[src/hw/rtl/alt_pkg.sv]
`timescale 1ns / 1ps
`default_nettype none
// ----------------------------------------------------------------------------
// alt_pkg: shared types and constants of the assembly line tokenizer
// Token kinds, the character codes the classifier looks for and the bundle
// that carries the results of one input item from front to back.
// ----------------------------------------------------------------------------
package alt_pkg;

	// kind of one result token
	typedef enum logic [1:0] {
		KIND_CHAR     = 2'd0,
		KIND_WORD_END = 2'd1,
		KIND_LINE_END = 2'd2
	} kind_t;

	// input item kinds carried in tuser
	localparam logic ACT_PUSH = 1'b0;
	localparam logic ACT_END  = 1'b1;

	// character codes
	localparam logic [7:0] CH_NEWLINE = 8'h0A;
	localparam logic [7:0] CH_SPACE   = 8'h20;
	localparam logic [7:0] CH_TAB     = 8'h09;
	localparam logic [7:0] CH_QUOTE   = 8'h22;
	localparam logic [7:0] CH_SEMI    = 8'h3B;
	localparam logic [7:0] CH_LBRACK  = 8'h5B;
	localparam logic [7:0] CH_RBRACK  = 8'h5D;
	localparam logic [7:0] CH_PLUS    = 8'h2B;
	localparam logic [7:0] CH_MINUS   = 8'h2D;
	localparam logic [7:0] CH_COLON   = 8'h3A;
	localparam logic [7:0] CH_COMMA   = 8'h2C;

	// up to three results of one input item, slot 0 goes out first
	typedef struct packed {
		logic [1:0]      count;
		kind_t [2:0]     kinds;
		logic [7:0]      ch;
	} bundle_t;

endpackage
`default_nettype wire

[src/hw/rtl/alt_front.sv]
`timescale 1ns / 1ps
`default_nettype none
// ----------------------------------------------------------------------------
// alt_front: character classifier
// Accepts one item a cycle while the queue is not full, keeps the string,
// comment, word and line flags, and bundles up to three tokens per item.
// ----------------------------------------------------------------------------
module alt_front (
	input  logic              clk,
	input  logic              arst_n,
	input  logic              in_valid,
	input  logic              in_action,
	input  logic [7:0]        in_ch,
	output logic              in_ready,
	input  logic              queue_full,
	output logic              push,
	output alt_pkg::bundle_t  push_data
);
	import alt_pkg::*;

	logic in_string_q, in_comment_q, word_open_q, line_open_q;
	logic str_d, cmt_d, wo_d, lo_d;
	logic lazy;
	logic special;
	logic [1:0] n;
	logic accept;

	assign in_ready = !queue_full;
	assign accept   = in_valid && !queue_full;

	assign special = (in_ch == CH_LBRACK) || (in_ch == CH_RBRACK) ||
		(in_ch == CH_PLUS) || (in_ch == CH_MINUS) ||
		(in_ch == CH_COLON) || (in_ch == CH_COMMA);

	// classify the item and collect its tokens in order
	always_comb begin
		str_d = in_string_q;
		cmt_d = in_comment_q;
		wo_d  = word_open_q;
		lo_d  = line_open_q;
		lazy  = 1'b0;
		n     = 2'd0;
		push_data.kinds = '{KIND_CHAR, KIND_CHAR, KIND_CHAR};
		push_data.ch    = in_ch;
		if (in_action == ACT_END || in_ch == CH_NEWLINE) begin
			if (in_action == ACT_PUSH) begin
				str_d = 1'b0;
				cmt_d = 1'b0;
			end
			if (wo_d) begin
				push_data.kinds[n] = KIND_WORD_END;
				n    = n + 2'd1;
				wo_d = 1'b0;
				lo_d = 1'b1;
			end
			if (lo_d) begin
				push_data.kinds[n] = KIND_LINE_END;
				n    = n + 2'd1;
				lo_d = 1'b0;
			end
		end else if (!in_comment_q) begin
			if (!in_string_q && (in_ch == CH_SPACE || in_ch == CH_TAB ||
					in_ch == CH_SEMI)) begin
				// separator or comment start: close the word, drop the char
				if (wo_d) begin
					push_data.kinds[n] = KIND_WORD_END;
					n    = n + 2'd1;
					wo_d = 1'b0;
					lo_d = 1'b1;
				end
				if (in_ch == CH_SEMI)
					cmt_d = 1'b1;
			end else begin
				if (in_ch == CH_QUOTE) begin
					lazy  = in_string_q;
					str_d = !in_string_q;
				end else if (special && !in_string_q) begin
					lazy = 1'b1;
					if (wo_d) begin
						push_data.kinds[n] = KIND_WORD_END;
						n    = n + 2'd1;
						wo_d = 1'b0;
						lo_d = 1'b1;
					end
				end
				// the character itself
				push_data.kinds[n] = KIND_CHAR;
				n    = n + 2'd1;
				wo_d = 1'b1;
				if (lazy) begin
					push_data.kinds[n] = KIND_WORD_END;
					n    = n + 2'd1;
					wo_d = 1'b0;
					lo_d = 1'b1;
				end
			end
		end
		push_data.count = n;
	end

	assign push = accept && (n != 2'd0);

	// tokenizer flags
	always_ff @(posedge clk or negedge arst_n) begin
		if (!arst_n) begin
			in_string_q  <= 1'b0;
			in_comment_q <= 1'b0;
			word_open_q  <= 1'b0;
			line_open_q  <= 1'b0;
		end else if (accept) begin
			in_string_q  <= str_d;
			in_comment_q <= cmt_d;
			word_open_q  <= wo_d;
			line_open_q  <= lo_d;
		end
	end

endmodule
`default_nettype wire

[src/hw/rtl/alt_queue.sv]
`timescale 1ns / 1ps
`default_nettype none
// ----------------------------------------------------------------------------
// alt_queue: bundle queue
// Short first-in first-out store of token bundles between classifier and
// serialiser, so that either side may stall on its own.
// ----------------------------------------------------------------------------
module alt_queue #(
	parameter int QUEUE_DEPTH = 4
) (
	input  logic              clk,
	input  logic              arst_n,
	input  logic              push,
	input  alt_pkg::bundle_t  push_data,
	output logic              full,
	input  logic              pop,
	output alt_pkg::bundle_t  head,
	output logic              empty
);
	import alt_pkg::*;

	localparam int PtrW = (QUEUE_DEPTH > 1) ? $clog2(QUEUE_DEPTH) : 1;
	localparam int CntW = $clog2(QUEUE_DEPTH + 1);

	bundle_t         entry_q [QUEUE_DEPTH];
	logic [PtrW-1:0] wr_ptr_q, rd_ptr_q;
	logic [CntW-1:0] count_q;

	assign full  = count_q == CntW'(QUEUE_DEPTH);
	assign empty = count_q == '0;
	assign head  = entry_q[rd_ptr_q];

	// storage
	always_ff @(posedge clk) begin
		if (push)
			entry_q[wr_ptr_q] <= push_data;
	end

	// pointers and fill count
	always_ff @(posedge clk or negedge arst_n) begin
		if (!arst_n) begin
			wr_ptr_q <= '0;
			rd_ptr_q <= '0;
			count_q  <= '0;
		end else begin
			if (push)
				wr_ptr_q <= (wr_ptr_q == PtrW'(QUEUE_DEPTH - 1)) ? '0 : wr_ptr_q + 1'b1;
			if (pop)
				rd_ptr_q <= (rd_ptr_q == PtrW'(QUEUE_DEPTH - 1)) ? '0 : rd_ptr_q + 1'b1;
			case ({push, pop})
				2'b10:   count_q <= count_q + 1'b1;
				2'b01:   count_q <= count_q - 1'b1;
				default: count_q <= count_q;
			endcase
		end
	end

endmodule
`default_nettype wire

[src/hw/rtl/alt_back.sv]
`timescale 1ns / 1ps
`default_nettype none
// ----------------------------------------------------------------------------
// alt_back: token serialiser
// Walks the head bundle's slots into the output register one per cycle while
// it is not stalled, and releases the bundle once its final token is loaded.
// ----------------------------------------------------------------------------
module alt_back (
	input  logic              clk,
	input  logic              arst_n,
	input  alt_pkg::bundle_t  head,
	input  logic              empty,
	output logic              pop,
	output logic              out_valid,
	input  logic              out_ready,
	output logic [1:0]        out_kind,
	output logic [7:0]        out_char,
	output logic              out_last
);
	import alt_pkg::*;

	logic [1:0] idx_q;
	logic       load;
	logic       slot_last;
	kind_t      slot_kind;
	logic       valid_q;
	kind_t      kind_q;
	logic [7:0] char_q;
	logic       last_q;

	assign slot_kind = head.kinds[idx_q];
	assign slot_last = idx_q == (head.count - 2'd1);
	assign load      = !empty && (!valid_q || out_ready);
	assign pop       = load && slot_last;

	// slot index within the head bundle
	always_ff @(posedge clk or negedge arst_n) begin
		if (!arst_n)
			idx_q <= '0;
		else if (load)
			idx_q <= slot_last ? 2'd0 : idx_q + 2'd1;
	end

	// output register valid
	always_ff @(posedge clk or negedge arst_n) begin
		if (!arst_n)
			valid_q <= 1'b0;
		else if (load)
			valid_q <= 1'b1;
		else if (out_ready)
			valid_q <= 1'b0;
	end

	// output register payload
	always_ff @(posedge clk) begin
		if (load) begin
			kind_q <= slot_kind;
			char_q <= (slot_kind == KIND_CHAR) ? head.ch : 8'd0;
			last_q <= slot_last;
		end
	end

	assign out_valid = valid_q;
	assign out_kind  = kind_q;
	assign out_char  = char_q;
	assign out_last  = last_q;

endmodule
`default_nettype wire

[src/hw/rtl/assembly_line_tokenizer.sv]
`timescale 1ns / 1ps
`default_nettype none
// ----------------------------------------------------------------------------
// assembly_line_tokenizer: assembly source word and line splitter
// Takes source characters and emits word characters, word-end and line-end
// tokens.
// ----------------------------------------------------------------------------
// Usage
//   slave side: one transfer per character; s_tuser[0] = 1 marks end of input
//   (flush word and line), s_tdata[7:0] holds the character.
//   master side: one transfer per token; m_tuser[1:0] is the token kind
//   (character, word end, line end), m_tdata[7:0] the character or zero,
//   m_tlast marks the final token caused by one input character.
//   With the queue empty a character's first token is written to the bundle
//   queue and then loaded into the output register, which presents it.
//   Throughput: one input transfer per cycle while the queue is not full
//   and one output transfer per cycle while m_tready is high; an item that
//   yields two or three tokens holds the output for one transfer per token,
//   and the bundle queue of QUEUE_DEPTH entries absorbs them.
//   Items that yield no token (comment text, blanks with no word open) use no
//   queue entry.
//   When the receiver stalls the output register holds and the queue fills;
//   s_tready falls only when the queue is full.
//   Reset clears all mode flags, empties the queue and drops the output.
// ----------------------------------------------------------------------------
module assembly_line_tokenizer #(
	parameter int QUEUE_DEPTH = 4
) (
	input  logic       clk,
	input  logic       arst_n,
	input  logic       s_tvalid,
	output logic       s_tready,
	input  logic [7:0] s_tdata,   // [7:0] ch
	input  logic [0:0] s_tuser,   // [0] action
	output logic       m_tvalid,
	input  logic       m_tready,
	output logic [7:0] m_tdata,   // [7:0] char_value
	output logic [1:0] m_tuser,   // [1:0] token_kind
	output logic       m_tlast
);
	import alt_pkg::*;

	logic    push, pop, full, empty;
	bundle_t push_data, head;

	// classifier
	alt_front u_front (
		.clk        (clk),
		.arst_n     (arst_n),
		.in_valid   (s_tvalid),
		.in_action  (s_tuser[0]),
		.in_ch      (s_tdata),
		.in_ready   (s_tready),
		.queue_full (full),
		.push       (push),
		.push_data  (push_data)
	);

	// bundle queue
	alt_queue #(
		.QUEUE_DEPTH (QUEUE_DEPTH)
	) u_queue (
		.clk       (clk),
		.arst_n    (arst_n),
		.push      (push),
		.push_data (push_data),
		.full      (full),
		.pop       (pop),
		.head      (head),
		.empty     (empty)
	);

	// serialiser and output register
	alt_back u_back (
		.clk       (clk),
		.arst_n    (arst_n),
		.head      (head),
		.empty     (empty),
		.pop       (pop),
		.out_valid (m_tvalid),
		.out_ready (m_tready),
		.out_kind  (m_tuser),
		.out_char  (m_tdata),
		.out_last  (m_tlast)
	);

endmodule
`default_nettype wire

[config.mk]
export PLATFORM = sky130hd
export DESIGN_NAME = assembly_line_tokenizer
export DESIGN_NICKNAME = d
export VERILOG_FILES = /design/src/hw/rtl/alt_pkg.sv /design/src/hw/rtl/alt_front.sv /design/src/hw/rtl/alt_queue.sv /design/src/hw/rtl/alt_back.sv /design/src/hw/rtl/assembly_line_tokenizer.sv
export SDC_FILE = /design/constraint.sdc
export NUM_CORES = 1
export LEC_CHECK = 0
export ABC_CLOCK_PERIOD_IN_PS = 4170
export BUFFER_PORTS_ARGS = -buffer_cell sky130_fd_sc_hd__buf_4
export CORE_ASPECT_RATIO = 0.6
export CORE_MARGIN = 3
export CORE_UTILIZATION = 55
export CTS_CLUSTER_DIAMETER = 120
export DETAILED_ROUTE_END_ITERATION = 10
export PLACE_DENSITY_LB_ADDON = 0.05
export RECOVER_POWER = 100
export SYNTH_ARGS = -nofsm -noshare
export SYNTH_HDL_FRONTEND = slang
export SYNTH_SLANG_ARGS = --single-unit
[constraint.sdc]
create_clock -name clk -period 4.17 [get_ports clk]
set_clock_uncertainty 0.2 [all_clocks]
set_input_delay 0.834 -clock clk [delete_from_list [all_inputs] [get_ports clk]]
set_output_delay 0.834 -clock clk [all_outputs]
set_load 0.1 [all_outputs]
==> results_dict.tcl, run 1 <==
set metrics [dict create \
    status "completed" \
    critical_path.max_stage_delay_ns 0.54 \
    min_path_cells 1 \
    crit_cells 14 \
    post_cts_buffers 0 \
    gp_congestion 0.828 \
    antenna_found_initial 0 \
    place_ws_ns 0.0378 \
    cap_violations 0 \
    die_w_um 113 \
    ys_top_cells_by_area "edfxtp_1, dfrtp_1, mux4_2, ha_1, nor2b_1" \
    core-area_um2 6360 \
    cp.arrival_ns 3.70 \
    cp_cell_sequence "clkbuf_4 > or3_4 > or4_1 > a21oi_2 > o21a_4 > inv_1 > ha_1 > nand2_1 > nor3_1 > nand3b_1 > a21oi_1 > clkbuf_1 > and2_0 > clkbuf_4" \
    postRouteAntennaNets 0 \
    critPathLaunchType "primary input" \
    hpwl_mm 4.80 \
    root_buffer "clkbuf_16" \
    fin_area_um2 4310 \
    synth_edf_count 71 \
    area_growth_pct 14.4 \
    via_per_inst 5.78 \
    slew_headroom 0.222 \
    cp_max_fo 15 \
    numCtsBuffers 9 \
    holdBufCountCts 0 \
    grt_usage 0.194 \
    ctsResizeCount 0 \
    async_flop_share 0.165 \
    worst_skew_pair.late_latency_ns 0.33 \
    gr-total-overflow 0 \
    clk_pin_slew_worst_paths_ns 0.06 \
    fmax_mhz 257 \
    chipHeight_um 70.1 \
    finalSetupViolations 0 \
    yosys_most_used_dff "edfxtp_1" \
    worst_pin_slew_ns 1.17 \
    fp.dieArea_um2 7910 \
    critPathKind "in -> reg" \
    avgRoutedWirePerCell_um 19.0 \
    clock-sinks 85 \
    synth.most_common_cell "edfxtp_1" \
    setup-tns-final_ns 0 \
    tritoncts "yes" \
    layout.nets 297 \
    path_common_cell "clkbuf_4" \
    synth_common_cells "edfxtp_1, mux4_2, dfrtp_1" \
    setup_slack_ns 0.280 \
    drc 0 \
    synth.distinct_cells 54 \
    worst_setup_path_end_kind "flop" \
    synth.avg_cell_area_um2 15.9 \
    hold_class "reg -> reg" \
    syn_area_um2 3770 \
    via_count 2099 \
    rows 22 \
    first_global_vias 2055 \
    syn_nets 260 \
    worst_path_max_delay_cell "or4_1" \
    synth_top_area_share 0.566 \
    drt-total-wl_mm 6.89 \
    start_util 0.592 \
    finalMaxSlewViolations 0 \
    final-hold-violation-count 0 \
    first_pass_iters 6 \
    synth-seq-area-share 0.659 \
    drt_iter0_markers 164 \
    crit_required_ns 3.98 \
    period_needed_ns 3.89 \
    fill_cells 453 \
    max-vdd-ir-drop_v 0.000662 \
    drive_above_1_share 0.183 \
    io_pins 26 \
    cp_top_family "simple AND/OR/NAND/NOR gates" \
    grt_max_degree 18 \
    clock_path_buffers 2 \
    yosys.area.top_type "edfxtp_1" \
    postPlaceCellArea_um2 4140 \
    grt_pass1_wl_mm 11.3 \
    rsz0062_at_grt "no" \
    portBuffers 25 \
    htree_levels 3 \
    syn_inst 237 \
    power_density_nw_per_um2 760 \
    antennaDiodeCount 0 \
    multi_input_comb_area_um2 1180 \
    synth_seq_cells 85 \
    finalCritPeriodShare 0.933 \
    p_leak_nw 1.55 \
    cp_num_buf_inv 4 \
    worst-r2r-cell-count 11 \
    layout.area.seq_um2 2480 \
    ys_warn_count 0 \
]
report_power, final:
| part | switching [W] | leakage (nW) | internal [W] |
|---|---|---|---|
| logic | 0.000838 | 0.575 | 0.000368 |
| clock network | 0.000301 | 0.138 | 0.000462 |
| registers | 0.000149 | 0.832 | 0.00116 |
per-layer routing:
layer  up-vias  GRT usage  share of wire
li1        987          -              -
met5         -          0              0
met2        95      0.255           0.40
met1      1008      0.306           0.50
met4         0     0.0680          0.014
met3         9     0.0571          0.089
final timing paths:
check / from / to / slack, ns
setup / recovery: s_tdata[4] / u_queue.entry_q[1][3] / 0.28
hold / removal: u_queue.count_q[2] / u_queue.count_q[2] / 0.33
setup reg to reg: u_queue.rd_ptr_q[0] / u_queue.count_q[2] / 0.59
hold reg to reg: u_queue.count_q[2] / u_queue.count_q[2] / 0.33
max in group asynchronous: arst_n / u_front.word_open_q / 2.88
min in group asynchronous: arst_n / u_back.out_valid / 0.38
cell families (layout without fill, tap and decap cells):
kind of cell    after synthesis  after routing  synth area share
compound gates               34             34            0.0668
xor+xnor                      4              4           0.00930
fa+ha+maj                    10             10            0.0352
buf+inv                      20             62            0.0216
flops                        85             85             0.659
mux                          21             21             0.107
simple gates                 63             63             0.101
per-stage QoR:
stage          hold slack (ns)  instances  total power [W]   util
6_report                 0.328        363          0.00328  0.678
5_1_grt                  0.392        363          0.00346  0.678
4_1_cts                  0.144        363          0.00339  0.697
3_5_place_dp             0.317        347          0.00262  0.651
3_3_place_gp             0.302        347          0.00259  0.651
2_1_floorplan            0.274        237          0.00230      -
flip-flops by register name, indices dropped and copies added, names as in the netlist:
| signal | cells |
|---|---|
| u_front.word_open_q | 1 |
| u_queue.rd_ptr_q | 2 |
| u_queue.entry_q | 60 |
| u_back.out_last | 1 |
| u_back.out_char | 8 |
| u_back.idx_q | 2 |
| u_back.out_valid | 1 |
| u_front.in_string_q | 1 |
| u_queue.wr_ptr_q | 2 |
| u_back.out_kind | 2 |
| u_front.line_open_q | 1 |
| u_front.in_comment_q | 1 |
| u_queue.count_q | 3 |
cells in the final DEF, fill, tap and decap left out, drive strengths merged, types with 3 or more instances in the layout:
master / n
mux2: 4
dfrtp: 14
nor2b: 9
inv: 12
mux4: 15
nand3b: 6
buf: 9
a211oi: 3
nor2: 10
o21ai: 9
a21oi: 7
nand2: 10
and3: 3
nor4b: 3
nor3: 3
clkinv: 3
edfxtp: 71
nand2b: 3
ha: 9
clkbuf: 35
and2: 5
layout make-up:
class,count,share of cell area
sequential,85,0.576
clock buffer,10,0.0531
multi-input combinational,132,0.274
timing repair buffer,34,0.0476
inverter,12,0.0104
tap,84,0.0244
clock inverter,6,0.0148
Power figures use the tool's default switching activity.
==> inputs of run 2 (changes only) <==
Settings changed: ABC_CLOCK_PERIOD_IN_PS 4170 to 3800, CORE_MARGIN 3 to 10, TNS_END_PERCENT set to 20.
Clock period 4.17 ns to 3.8 ns, I/O delays scaled along.
==> run 2 against run 1 <==
  * Final cell count up 5.0%
  * Via count rose by 2.8%
  * Combinational power rose by 17%
  * Worst hold slack got worse by 0.018 ns
  * Core utilization shrank 0.96 points
  * Critical path depth rose by 4
  * Total power up 10%
  * Global-route usage is 5.2 points lower
==> results_dict.tcl, run 2 (synthesis gave the netlist of run 1 again) <==
set metrics [dict create \
    worst_skew_pair.late_latency_ns 0.33 \
    holdBufCountCts 0 \
    grt_max_degree 17 \
    antennaDiodeCount 0 \
    root_buffer "clkbuf_16" \
    period_needed_ns 3.65 \
    antenna_found_initial 0 \
    largest_reg_flops 60 \
    finalMaxSlewViolations 0 \
    via_per_inst 5.66 \
    hold_ws_ns 0.309 \
    cap_violations 0 \
    cp_top_family "simple AND/OR/NAND/NOR gates" \
    clock_path_buffers 2 \
    grt_usage 0.142 \
    gp_congestion 0.852 \
    top_register "u_queue.entry_q" \
    swShare 0.399 \
    worst_setup_path_end_kind "flop" \
    fp.dieArea_um2 10700 \
    tritoncts "yes" \
    layout_commonest_cell "edfxtp_1" \
    placed_cells 365 \
    hpwl_mm 5.14 \
    p_leak_nw 1.61 \
    drc 0 \
    cp.arrival_ns 3.66 \
    status "completed" \
    htree_levels 3 \
    cp_cell_sequence "buf_4 > or3_4 > or4_4 > a21oi_2 > o21a_4 > inv_2 > ha_1 > nand2_1 > nor3_1 > nand3b_1 > a21oi_4 > inv_2 > ha_1 > inv_1 > fa_2 > xor2_1 > nor2_1 > xor2_1" \
    setup-tns-final_ns 0 \
    via_count 2157 \
    drt-total-wl_mm 7.09 \
    avgRoutedWirePerCell_um 18.6 \
    grt_pass1_wl_mm 11.8 \
    seq_power_share 0.387 \
    core-area_um2 6680 \
    clk_pin_slew_worst_paths_ns 0.06 \
    clock-sinks 85 \
    final_cell_mix "edfxtp_1, clkbuf_1, buf_4" \
    timing.critical_path.from "s_tdata[4]" \
    first_global_vias 2194 \
    slew_headroom 0.214 \
    chipHeight_um 84.1 \
    finalCritPeriodShare 0.962 \
    rows 23 \
    die_w_um 127 \
    start_util 0.564 \
    postRouteAntennaNets 0 \
    switching_power_w 0.00144 \
    finalSetupViolations 0 \
    drive_above_1_share 0.241 \
    p_clk_frac 0.224 \
    cp_num_buf_inv 4 \
    first_pass_iters 4 \
    power_density_nw_per_um2 810 \
    max-vdd-ir-drop_v 0.000724 \
    power_frac_comb 0.389 \
    gr-total-overflow 0 \
    layout.nets 312 \
    hold_class "reg -> reg" \
    portBuffers 25 \
    reg2reg_from "u_queue.rd_ptr_q[1]" \
    fmax_mhz 274 \
    fin_cells 381 \
    drt_iter0_markers 163 \
    io_pins 26 \
    post_cts_buffers 0 \
    area_growth_pct 18.5 \
    internal-power_w 0.00217 \
    power_w 0.00362 \
    critPathKind "in -> reg" \
    worst_path_max_delay_cell "or4_4" \
    final-hold-violation-count 0 \
    critical_path.max_stage_delay_ns 0.50 \
    hp-start "u_front.line_open_q" \
    critPathLaunchType "primary input" \
    cp_max_fo 3 \
    rsz0062_at_grt "yes" \
    numCtsBuffers 9 \
    worst_pin_slew_ns 1.18 \
    crit_required_ns 3.81 \
]
==> run 2: cell types whose count changed in the layout (fill, tap and decap cells not counted), moves of 2 or more <==
cell      previous run  this run
inv_6                0         3
clkbuf_1            21        25
buf_12               2         4
clkbuf_4             5         3
o21ai_1              3         5
buf_4                7        18
and2_1               0         4
clkinv_2             2         0
and2_0               5         0
o21ai_0              6         3
==> run 2: worst reg2reg max path, stage by stage (launching register included) <==
cell and delay (ns):
dfrtp_1 0.61, mux4_2 0.42, xnor2_1 0.20, nand2_1 0.07, o22ai_1 0.21, and2_2 0.26, ha_1 0.19, inv_1 0.08
fa_2 0.39, xor2_1 0.15, nor2_1 0.12, xor2_1 0.15
==> run 2: power by group through the flow <==
stage | sequential [W] | combinational (W) | clock (W)
6_report | 0.00140 | 0.00141 | 0.000810
5_1_grt | 0.00143 | 0.00152 | 0.000876
4_1_cts | 0.00140 | 0.00149 | 0.000831
3_3_place_gp | 0.00142 | 0.00146 | 0
3_5_place_dp | 0.00142 | 0.00149 | 0
2_1_floorplan | 0.00182 | 0.000706 | 0
==> run 2: final timing paths <==
check / to / slack, ns / depth (start not counted)
hold / removal: u_front.line_open_q / 0.31 / 1
setup reg to reg: u_queue.count_q[2] / 0.68 / 11
max in group asynchronous: u_front.word_open_q / 2.53 / 1
min in group asynchronous: u_back.idx_q[0] / 0.32 / 1
hold reg to reg: u_front.line_open_q / 0.31 / 1
setup / recovery: u_queue.count_q[2] / 0.15 / 18
==> run 2: final cells by class <==
type,instances,area (um2)
well taps,87,109
repair buffers,49,328
clock inverters,6,52.6
multi-input cells,132,1220
flip-flops and latches,85,2480
clock buffers,10,229
fillers,503,2210
inverters,12,45.0
==> run 2: what timing repair did <==
item | in CTS | in global routing
setup endpoints to repair | 0 | 2
hold endpoints to repair | 0 | 0
gates resized for setup | 0 | 5
==> run 2: per-layer routing <==
metal | share of wire | wire [um] | up-vias | track usage
met5 | 0 | 0 | - | 0
met4 | 0.0055 | 39 | 0 | 0.0463
met3 | 0.074 | 524 | 4 | 0.0489
met2 | 0.44 | 3090 | 60 | 0.207
met1 | 0.48 | 3430 | 1073 | 0.193
li1 | - | - | 1020 | -
==> run 2: stage by stage <==
stage	worst slack, ns	cell area (um2)	util
floorplan	0.00624	3770	-
global placement	-0.140	4260	0.638
detailed placement	-0.214	4260	0.638
CTS	0.111	4540	0.680
global route	-0.0464	4460	0.668
finish	0.145	4460	0.668
==> inputs of run 3 (changes only) <==
Settings changed: BUFFER_PORTS_ARGS -buffer_cell sky130_fd_sc_hd__buf_4 to -buffer_cell sky130_fd_sc_hd__buf_2.
==> run 3 against run 2 <==
  * Register-to-register slack got worse by 0.23 ns
  * Die area unchanged
  * Via count increased by 0.32%
  * Clock power increased by 6.4%
  * Core utilization decreased by 0.19 points
  * First-iteration DRC count increased by 6.7%
  * Global-route usage increased by 0.40 points
  * Highest routed layer unchanged
==> results_dict.tcl, run 3 (synthesis gave the netlist of run 1 again) <==
set metrics [dict create \
    finalSetupViolations 0 \
    rows 23 \
    fin_cells 380 \
    worst_path_max_delay_cell "or4_4" \
    first_pass_iters 4 \
    swShare 0.396 \
    worst_skew_pair.late_latency_ns 0.33 \
    cap_violations 0 \
    path_common_cell "clkbuf_1" \
    htree_levels 3 \
    core-area_um2 6680 \
    reg2reg_from "u_queue.rd_ptr_q[1]" \
    drive_above_1_share 0.229 \
    internal-power_w 0.00222 \
    clock_path_buffers 2 \
    drt-total-wl_mm 7.48 \
    timing.critical_path.from "s_tdata[4]" \
    layout.nets 311 \
    worst_pin_slew_ns 1.21 \
    die_w_um 127 \
    first_global_vias 2280 \
    power_frac_comb 0.384 \
    postPlaceCellArea_um2 4190 \
    io_pins 26 \
    top_register "u_queue.entry_q" \
    clock-sinks 85 \
    clk_pin_slew_worst_paths_ns 0.06 \
    chipHeight_um 84.1 \
    critPathKind "in -> reg" \
    fill_cells 474 \
    crit_required_ns 3.62 \
    fmax_mhz 276 \
    grt_max_degree 17 \
    critical_path.max_stage_delay_ns 0.50 \
    holdBufCountCts 0 \
    status "completed" \
    critPathLaunchType "primary input" \
    drt_iter0_markers 174 \
    grt_pass1_wl_mm 12.1 \
    finalMaxSlewViolations 0 \
    via_count 2164 \
    final-hold-violation-count 0 \
    tritoncts "yes" \
    cp_cell_sequence "clkbuf_1 > or3_4 > or4_4 > a21oi_2 > o21a_4 > inv_2 > ha_1 > nand2_1 > nor3_2 > nand3b_1 > a21oi_4 > clkbuf_1 > and2_0 > buf_4" \
    area_growth_pct 18.1 \
    gp_congestion 0.857 \
    portBuffers 25 \
    cp_max_fo 15 \
    hold_ws_ns 0.331 \
    fin_area_um2 4450 \
    gr-total-overflow 0 \
    cp_top_family "simple AND/OR/NAND/NOR gates" \
    fp.dieArea_um2 10700 \
    placed_cells 364 \
    antennaDiodeCount 0 \
    hold_class "in -> async" \
    numCtsBuffers 9 \
    root_buffer "clkbuf_16" \
    finalCritPeriodShare 0.953 \
    grt_usage 0.146 \
    switching_power_w 0.00146 \
    cp.arrival_ns 3.44 \
    p_leak_nw 1.60 \
    multi_input_comb_area_um2 1230 \
    setup_slack_ns 0.178 \
    worst_setup_path_end_kind "flop" \
    slew_headroom 0.192 \
    postRouteAntennaNets 0 \
    cp_num_buf_inv 4 \
    layout.area.seq_um2 2480 \
    p_clk_frac 0.234 \
    hpwl_mm 5.14 \
    drc 0 \
    layout_commonest_cell "edfxtp_1" \
    via_per_inst 5.69 \
    place_ws_ns -0.193 \
    max-vdd-ir-drop_v 0.000843 \
    final_cell_mix "edfxtp_1, clkbuf_1, mux4_2" \
    seq_power_share 0.382 \
    power_density_nw_per_um2 826 \
    avgRoutedWirePerCell_um 19.7 \
    antenna_found_initial 0 \
    start_util 0.564 \
    largest_reg_flops 60 \
    period_needed_ns 3.62 \
]
==> run 3: cell types whose count changed in the layout (fill, tap and decap cells not counted), moves of 2 or more <==
cell and change:
ha_4 +2, o21ai_0 +3, buf_2 +6, clkbuf_4 -3, clkbuf_1 +2, and2_0 +2
buf_4 -6, o21ai_1 -2, ha_1 -2
==> run 3: through the flow <==
| stage | TNS [ns] | total power (W) | util |
|---|---|---|---|
| after global placement | -0.246 | 0.00283 | 0.627 |
| after global routing | -0.0257 | 0.00389 | 0.667 |
| final | 0 | 0.00368 | 0.667 |
| after floorplan | 0 | 0.00253 | - |
| after CTS | 0 | 0.00373 | 0.672 |
| after detailed placement | -0.351 | 0.00286 | 0.627 |
==> run 3: area by class of cell <==
cell class                 count  share of cell area
timing repair buffer          48              0.0633
sequential                    85               0.558
clock buffer                   9              0.0506
clock inverter                 7              0.0163
multi-input combinational    132               0.277
tap                           87              0.0245
inverter                      12              0.0101
==> run 3: path summary, 6_finish.rpt <==
| check | endpoint | slack [ns] | cells past startpoint |
|---|---|---|---|
| worst min-delay path | u_back.idx_q[0] | 0.33 | 1 |
| worst min register to register | u_front.line_open_q | 0.34 | 1 |
| max in group asynchronous | u_front.line_open_q | 2.51 | 1 |
| worst max-delay path | u_queue.entry_q[3][7] | 0.18 | 14 |
| worst max register to register | u_queue.count_q[2] | 0.45 | 11 |
| min in group clk | u_front.line_open_q | 0.34 | 1 |
==> run 3: timing repair <==
item | CTS | global route
setup endpoints to repair | 0 | 1
buffers inserted | 0 | 0
resized for setup | 0 | 6
==> run 3: power by group through the flow <==
stage | clock network [W] | logic [W] | registers (W)
3_3_place_gp | 0 | 0.00142 | 0.00141
4_1_cts | 0.000876 | 0.00145 | 0.00140
6_report | 0.000862 | 0.00141 | 0.00140
2_1_floorplan | 0 | 0.000706 | 0.00182
5_1_grt | 0.000922 | 0.00154 | 0.00143
3_5_place_dp | 0 | 0.00144 | 0.00142
==> run 3: worst register-to-register path: cells and delay by family, from the launching register on <==
kind	cells	cell delay, ns
buffers and inverters	1	0.04
XOR/XNOR	3	0.51
AND/OR/NAND/NOR	3	0.61
flip-flops	1	0.63
adder cells (fa/ha/maj)	2	0.57
multiplexers	1	0.43
AO/OA/AOI/OAI	1	0.28
==> run 3: routing by layer <==
layer / routed length [um] / share of wire / vias up / global-route usage
met5: 0 / 0 / - / 0
met3: 517 / 0.069 / 2 / 0.0654
met4: 17 / 0.0023 / 0 / 0.0278
li1: - / - / 1020 / -
met1: 3620 / 0.48 / 1075 / 0.199
met2: 3320 / 0.44 / 67 / 0.211
